===== src/rtl/sv32ptw_pkg.sv =====
// Shared types and constants for the Sv32 page table walker.
// No dependencies; imported by sv32ptw_step and sv32_page_table_walker.
package sv32ptw_pkg;

    // Beat kinds on the input channel
    localparam logic KIND_REQ = 1'b0;
    localparam logic KIND_PTE = 1'b1;

    // Result kinds on the output channel
    localparam logic RES_READ = 1'b0;
    localparam logic RES_DONE = 1'b1;

    // Access type codes
    localparam logic [1:0] ACC_FETCH = 2'd0;
    localparam logic [1:0] ACC_LOAD  = 2'd1;
    localparam logic [1:0] ACC_STORE = 2'd2;
    localparam logic [1:0] ACC_RSVD  = 2'd3;   // unused code, no leaf grants it

    // Configuration register indexes
    localparam logic CFG_ENABLE = 1'b0;
    localparam logic CFG_ROOT   = 1'b1;

    localparam int CfgWidth = 22;

    // PTE flag bit positions
    localparam int PTE_V = 0;
    localparam int PTE_R = 1;
    localparam int PTE_W = 2;
    localparam int PTE_X = 3;

    typedef enum logic [1:0] {
        PH_IDLE = 2'd0,
        PH_L1   = 2'd1,
        PH_L0   = 2'd2
    } t_phase;

    typedef struct packed {
        logic        result_kind;
        logic [31:0] address;
        logic        fault;
        logic [1:0]  fault_access;
    } t_result;

    typedef struct packed {
        logic    emit;      // beat produces a result
        t_result res;
        t_phase  next_phase;
        logic    save;      // capture vaddr/access of a new walk
    } t_step;

endpackage


===== src/rtl/sv32ptw_step.sv =====
// Combinational decision for one input beat of the Sv32 walker.
// Depends on sv32ptw_pkg.
module sv32ptw_step (
    input  logic                   i_kind,
    input  logic [31:0]            i_virt_addr,
    input  logic [1:0]             i_access,
    input  logic [31:0]            i_pte_word,
    input  logic                   i_xlate_en,
    input  logic [21:0]            i_root_page,
    input  sv32ptw_pkg::t_phase    i_phase,
    input  logic [31:0]            i_saved_vaddr,
    input  logic [1:0]             i_saved_access,
    output sv32ptw_pkg::t_step     o_step
);
    import sv32ptw_pkg::*;

    logic        busy;
    logic        pte_v, pte_r, pte_w, pte_x;
    logic [21:0] ppn;
    logic [9:0]  vpn0;
    logic [11:0] offs;
    logic        denies;
    t_result     fault_res;

    assign busy  = (i_phase == PH_L1) || (i_phase == PH_L0);
    assign pte_v = i_pte_word[PTE_V];
    assign pte_r = i_pte_word[PTE_R];
    assign pte_w = i_pte_word[PTE_W];
    assign pte_x = i_pte_word[PTE_X];
    assign ppn   = i_pte_word[31:10];
    assign vpn0  = i_saved_vaddr[21:12];
    assign offs  = i_saved_vaddr[11:0];

    // Leaf permission check against the saved access type
    always_comb begin
        unique case (i_saved_access)
            ACC_FETCH: denies = !pte_x;
            ACC_LOAD:  denies = !pte_r;
            ACC_STORE: denies = !pte_w;
            default:   denies = 1'b1;
        endcase
    end

    assign fault_res = '{result_kind: RES_DONE, address: i_saved_vaddr,
                         fault: 1'b1, fault_access: i_saved_access};

    // Next phase and result
    always_comb begin
        o_step            = '0;
        o_step.next_phase = i_phase;
        if (i_kind == KIND_REQ) begin
            if (!busy) begin
                o_step.emit = 1'b1;
                if (!i_xlate_en) begin
                    o_step.res = '{result_kind: RES_DONE, address: i_virt_addr,
                                   fault: 1'b0, fault_access: i_access};
                end else begin
                    o_step.save       = 1'b1;
                    o_step.next_phase = PH_L1;
                    o_step.res = '{result_kind: RES_READ,
                                   address: {i_root_page[19:0], i_virt_addr[31:22], 2'b00},
                                   fault: 1'b0, fault_access: 2'b00};
                end
            end
        end else if (busy) begin
            o_step.emit       = 1'b1;
            o_step.next_phase = PH_IDLE;
            o_step.res        = fault_res;
            if (pte_v && !(pte_w && !pte_r)) begin
                if (i_phase == PH_L1) begin
                    if (!pte_r && !pte_x) begin
                        // pointer to the level-0 table
                        o_step.next_phase = PH_L0;
                        o_step.res = '{result_kind: RES_READ,
                                       address: {ppn[19:0], vpn0, 2'b00},
                                       fault: 1'b0, fault_access: 2'b00};
                    end else if ((ppn[9:0] == 10'd0) && !denies) begin
                        // superpage leaf
                        o_step.res = '{result_kind: RES_DONE,
                                       address: {ppn[19:10], vpn0, offs},
                                       fault: 1'b0, fault_access: i_saved_access};
                    end
                end else if ((pte_r || pte_x) && !denies) begin
                    o_step.res = '{result_kind: RES_DONE,
                                   address: {ppn[19:0], offs},
                                   fault: 1'b0, fault_access: i_saved_access};
                end
            end
        end
    end

endmodule


===== src/rtl/sv32_page_table_walker.sv =====
// Sv32 two-level page table walker, top level.
// The result of an accepted input beat is registered in the output register in the cycle after it is taken.
// Throughput: 1 beat per cycle; the single output register frees as the result is taken.
// Memory latency between a read request and its PTE beat lies outside the block.
// Reset (synchronous, active low): idle phase, translation off, root PPN zero, output empty.
// Depends on sv32ptw_pkg and sv32ptw_step.
module sv32_page_table_walker (
    input  logic        i_clk,
    input  logic        i_rst_n,
    // configuration write port
    input  logic        i_cfg_we,
    input  logic        i_cfg_index,
    input  logic [sv32ptw_pkg::CfgWidth-1:0] i_cfg_data,
    // input channel
    input  logic        i_in_valid,
    output logic        o_in_ready,
    input  logic        i_kind,
    input  logic [31:0] i_virt_addr,
    input  logic [1:0]  i_access,
    input  logic [31:0] i_pte_word,
    // output channel
    output logic        o_out_valid,
    input  logic        i_out_ready,
    output logic        o_result_kind,
    output logic [31:0] o_address,
    output logic        o_fault,
    output logic [1:0]  o_fault_access
);
    import sv32ptw_pkg::*;

    logic        r_xlate_en;
    logic [21:0] r_root_page;
    t_phase      r_phase;
    t_phase      n_phase;
    logic [31:0] r_saved_vaddr;
    logic [1:0]  r_saved_access;
    logic        r_out_valid;
    t_result     r_out;
    t_step       step;
    logic        accept;

    // Input is taken whenever the output register is empty or draining
    assign o_in_ready = !r_out_valid || i_out_ready;
    assign accept     = i_in_valid && o_in_ready;

    // Configuration registers
    always_ff @(posedge i_clk) begin
        if (!i_rst_n) begin
            r_xlate_en  <= 1'b0;
            r_root_page <= '0;
        end else if (i_cfg_we) begin
            unique case (i_cfg_index)
                CFG_ENABLE: r_xlate_en  <= i_cfg_data[0];
                CFG_ROOT:   r_root_page <= i_cfg_data[21:0];
                default:    r_xlate_en  <= r_xlate_en;
            endcase
        end
    end

    sv32ptw_step u_step (
        .i_kind         (i_kind),
        .i_virt_addr    (i_virt_addr),
        .i_access       (i_access),
        .i_pte_word     (i_pte_word),
        .i_xlate_en     (r_xlate_en),
        .i_root_page    (r_root_page),
        .i_phase        (r_phase),
        .i_saved_vaddr  (r_saved_vaddr),
        .i_saved_access (r_saved_access),
        .o_step         (step)
    );

    // Next walk phase
    always_comb begin
        n_phase = r_phase;
        if (accept) begin
            n_phase = step.next_phase;
        end
    end

    // Walk state
    always_ff @(posedge i_clk) begin
        if (!i_rst_n) begin
            r_phase        <= PH_IDLE;
            r_saved_vaddr  <= '0;
            r_saved_access <= '0;
        end else begin
            r_phase <= n_phase;
            if (accept && step.save) begin
                r_saved_vaddr  <= i_virt_addr;
                r_saved_access <= i_access;
            end
        end
    end

    // Output register
    always_ff @(posedge i_clk) begin
        if (!i_rst_n) begin
            r_out_valid <= 1'b0;
        end else if (o_in_ready) begin
            r_out_valid <= accept && step.emit;
        end
    end

    always_ff @(posedge i_clk) begin
        if (accept && step.emit) begin
            r_out <= step.res;
        end
    end

    assign o_out_valid    = r_out_valid;
    assign o_result_kind  = r_out.result_kind;
    assign o_address      = r_out.address;
    assign o_fault        = r_out.fault;
    assign o_fault_access = r_out.fault_access;

endmodule

===== config.mk =====
export PLATFORM = sky130hd
export DESIGN_NAME = sv32_page_table_walker
export DESIGN_NICKNAME = d
export VERILOG_FILES = /design/src/rtl/sv32ptw_pkg.sv /design/src/rtl/sv32ptw_step.sv /design/src/rtl/sv32_page_table_walker.sv
export SDC_FILE = /design/constraint.sdc
export NUM_CORES = 1
export LEC_CHECK = 0
export BUFFER_PORTS_ARGS = -buffer_cell sky130_fd_sc_hd__buf_2
export CORE_ASPECT_RATIO = 0.8
export CORE_MARGIN = 1
export CORE_UTILIZATION = 52
export CTS_CLUSTER_DIAMETER = 40
export CTS_CLUSTER_SIZE = 25
export DETAILED_ROUTE_END_ITERATION = 7
export GPL_ROUTABILITY_DRIVEN = 0
export PLACE_DENSITY = 0.81
export SLEW_MARGIN = 15
export SYNTH_ARGS = -nofsm -noshare
export SYNTH_HDL_FRONTEND = slang
export SYNTH_HIERARCHICAL = 1
export SYNTH_SLANG_ARGS = --single-unit

===== constraint.sdc =====
create_clock -name i_clk -period 4 [get_ports i_clk]
set_input_delay 0.4 -clock i_clk [delete_from_list [all_inputs] [get_ports i_clk]]
set_output_delay 0.4 -clock i_clk [all_outputs]
set_load 0.05 [all_outputs]

; ---- After elaboration in Yosys (flattened, before gate mapping)
; Index checks and enable logic that the tools add are counted.
[totals]
regBits = 94
[classes]
bitwise = 1
n_eq_ne = 6
n_mux = 14
reduce_logical = 23
[ops]
columns = operator, count
row1 = 36-bit 2-to-1 mux, 3
row2 = 39-bit 2-to-1 mux, 2
row3 = 35-bit 2-to-1 mux, 2
row4 = 40-bit 2-to-1 mux, 1
row5 = 38-bit 2-to-1 mux, 1
row6 = 10-bit logical NOT, 1
row7 = 1-bit logical AND, 8
row8 = 1-bit logical NOT, 6
row9 = "2-bit by 1-bit equality test with 1-bit output, second input constant", 2
row10 = "2-bit equality test, second input constant", 2
row11 = 2-bit 2-to-1 mux, 2
row12 = 2-bit AND reduction, 2
row13 = 4-bit AND reduction, 1
row14 = 1-bit logical OR, 3
row15 = 3-bit 2-to-1 mux, 1
row16 = 1-bit one-hot mux with 3 select lines, 1
row17 = 2-bit logical NOT, 1
row18 = "2-bit by 1-bit != test with 1-bit output, second input constant", 1
row19 = "2-bit != test, second input constant", 1
row20 = 2-bit nonzero test, 1
row21 = 1-bit 2-to-1 mux, 1
row22 = 1-bit NOT, 1

; ---- Longest topological paths before layout
[logic_depth]
depth_word = 11
depth_mapped = 9
ltp_nobuf = 7

; ---- Cells and area by module
; Netlist, hierarchy kept.
[by_module_without_submodules]
columns = mod, area_each_um2, cells_each, seq_area_each_um2, instances
row1 = sv32_page_table_walker, 3459.6, 300, 2282.2, 1
row2 = sv32ptw_step, 975.9, 138, 0.0, 1

; ---- Worst setup path after synthesis
; Ideal clock, no wire load.
[synth_path]
path_kind = register to register
startpoint = register r_phase[1]
endpoint = register r_out (netlist bit o_address[0]), enable pin
n_path_buf = 2
setup_ps = 433
stages_incl_launch_ff = 9
t_arrival_ps = 2899
slack_ps = 668
required_ps = 3567
path_cell_list = dfxtp_1 -> inv_1 -> ha_1 -> nand2b_1 -> clkbuf_1 -> clkbuf_1 -> nand2_1 -> nand2_1 -> nor2b_1
[synth_rtl]
columns = item, line_no
row1 = from (decl), sv32_page_table_walker.sv:33  ; t_phase r_phase;
row2 = from (signal assigned), sv32_page_table_walker.sv:88  ; r_phase <= n_phase;
row3 = to (signal assigned), sv32_page_table_walker.sv:107  ; r_out <= step.res;
row4 = to (decl), sv32_page_table_walker.sv:38  ; t_result r_out;

==> impl_metrics.json <==
{
  "status": "finished, final reports clean",
  "grt_overflow": 0,
  "cp_cell_sequence": "inv_1 -> ha_1 -> and4b_1 -> a31oi_2 -> mux2i_1 -> o21ai_0",
  "antenna_cells": 0,
  "antenna_found_initial": 0,
  "startpoint": "r_phase[1]$_SDFFE_PN0P_",
  "htreeDepth": 3,
  "power_frac_comb_pct": 13.9,
  "holdCritStartpoint": "i_cfg_data[3]",
  "hold_buffers": 0,
  "reg2reg_from": "r_phase[1]$_SDFFE_PN0P_",
  "end_kind": "register",
  "yosysWarnings": 6,
  "seqCellArea_um2": 2242,
  "die_width_um": 104.4,
  "worst_pin_slew_ns": 1.074,
  "finalMaxSlewViolations": 0,
  "clock-skew-final_ns": 0.003033,
  "period_minus_slack_ns": 2.733,
  "critPathMaxFanout": 14,
  "synth_fp_nets": 527,
  "grt_pass1_vias": 3378,
  "pwr-share-seq_pct": 52.6,
  "rsz0062_at_grt": "false",
  "total_power_mw": 1.993,
  "cp_slowest_stage_delay_ns": 0.90,
  "final.setup.tns_ns": 0,
  "ir_drop_mv": 0.1878,
  "fin_crit_sh_pct": 68.33,
  "ff2ff_setup_slack_ns": 1.27,
  "root_buffer": "clkbuf_8",
  "coreArea_um2": 8019,
  "switchingPower_mw": 0.5180,
  "rows": 29,
  "syn_to_final_growth_pct": 18.52,
  "clkLatencyLatePin_ns": 0.36,
  "num_io_pins": 133,
  "remaining_drc_errors": 0,
  "via_per_inst": 5.599,
  "multi_input_area_um2": 1931,
  "vias": 3628,
  "fill_cells": 645,
  "crit_path_top_delay_cell": "a31oi_2",
  "crit_cells": 6,
  "io_buffers": 122,
  "path_class": "register to register",
  "place_ws_ns": 1.260,
  "cts_tree": "yes",
  "maxCapViolations": 0,
  "syn-instance-count": 430,
  "cts_buffers": 9,
  "drive_gt1_share_pct": 27.04,
  "start_kind": "register",
  "fmax_ghz": 0.3659,
  "die-height_um": 83.95,
  "slew_headroom_pct": 28.41,
  "setup_ws_ns": 1.267,
  "cts_sinks": 94,
  "cp_num_buf_inv": 1,
  "final_nets": 632,
  "grt_max_degree": 66,
  "crit_arrival_ns": 2.82,
  "finish.instance_area_um2": 5174,
  "grtUsageTotal_pct": 26.06,
  "die-area_um2": 8768,
  "wl_um": 11250,
  "internal-power_mw": 1.475,
  "crit_family": "compound AO/OA/AOI/OAI gates",
  "switching_share_pct": 25.99,
  "drt_iter0_drc": 278,
  "avgRoutedWirePerCell_um": 17.35,
  "dpl-instance-area_um2": 4967,
  "pwr-share-clk_pct": 33.5,
  "worstPathRequired_ns": 4.09,
  "cts_resized": 0,
  "setup_viol": 0,
  "power_leakage_nw": 2.080,
  "cts_buffer_depth": 2,
  "power.density_nw_per_um2": 385.2,
  "hp-class": "input port to register",
  "drt-pass1-iter-count": 4,
  "grt_pass1_wl_um": 17370,
  "ff2ff_path_depth": 6,
  "dp_hpwl_um": 7790,
  "synth.cell_area_um2": 4365,
  "final_hold_viol_count": 0,
  "cp-endpoint": "o_address[25]$_DFFE_PP_",
  "clk_pin_slew_ns": 0.08,
  "synth.avg_cell_area_um2": 10.15,
  "postCtsSetupRepairBufs": 0,
  "rr_endpoint": "o_address[25]$_DFFE_PP_",
  "initial_utilization_pct": 54.44,
  "antenna_left": 0
}
through the flow:
stage,std cells,utilization (%),hold slack (ns)
2_1_floorplan,430,-,0.4341
3_3_place_gp,632,61.94,0.4415
3_5_place_dp,632,61.94,0.4488
4_1_cts,648,64.52,0.2698
5_1_grt,648,64.52,0.2693
6_report,648,64.52,0.2840
worst min-delay path by stage:
stage	end	slack [ns]	depth (start not counted)
floorplan	r_saved_vaddr[10]$_SDFFE_PN0P_	0.43	2
global placement	r_saved_vaddr[10]$_SDFFE_PN0P_	0.44	2
detailed placement	r_saved_vaddr[9]$_SDFFE_PN0P_	0.45	2
CTS	r_root_page[3]$_SDFFE_PN0P_	0.27	3
global route	r_root_page[5]$_SDFFE_PN0P_	0.27	3
finish	r_root_page[3]$_SDFFE_PN0P_	0.28	3
layer usage:
layer  global-route usage (%)  part of all wire, %  up-vias
li1                         -                    -     1723
met1                    36.17                   45     1683
met2                    39.67                   44      202
met3                    5.152                  8.3       20
met4                    10.91                  2.3        0
met5                        0                    0        -
cells in the final DEF, fill, tap and decap left out, types with 2 or more instances in the layout:
master and instances:
o21ai_1 2, a22oi_1 30, buf_2 122, nor2b_1 4, nor2_1 3, buf_4 5
o21ai_0 30, inv_1 3, edfxtp_1 36, ha_1 2, clkbuf_1 3, nor2_2 2
or4_1 2, clkbuf_8 9, nand2_1 116, bufinv_16 2, a22o_1 4, mux2i_1 69
a21boi_0 22, dfxtp_1 58, nand2b_1 2
power by group through the flow:
stage	clock network, mW	logic (mW)	registers, mW
final	0.667	0.278	1.05
after global routing	0.715	0.297	1.05
after global placement	0	0.267	1.07
after floorplan	0	0.112	1.13
after CTS	0.682	0.275	1.05
after detailed placement	0	0.275	1.07
registers in the layout, summed over array words and instances, names as in the netlist:
signal / cells
o_address: 32
r_saved_vaddr: 32
r_root_page: 20
o_fault_access: 2
r_phase: 2
r_saved_access: 2
o_fault: 1
o_out_valid: 1
o_result_kind: 1
r_xlate_en: 1
worst min-delay path, cell delays in order:
cell	delay [ns]
buf_2	0.09
nand2_1	0.04
a21boi_0	0.06
layout make-up:
| class | count | share of cell area [%] |
|---|---|---|
| flip-flops and latches | 94 | 43.34 |
| multi-input cells | 300 | 37.32 |
| inverters | 3 | 0.2177 |
| clock inverters | 4 | 1.378 |
| clock buffers | 12 | 2.612 |
| repair buffers | 127 | 12.53 |
| well taps | 108 | 2.612 |
No activity file was read; power rests on OpenSTA's default activity.
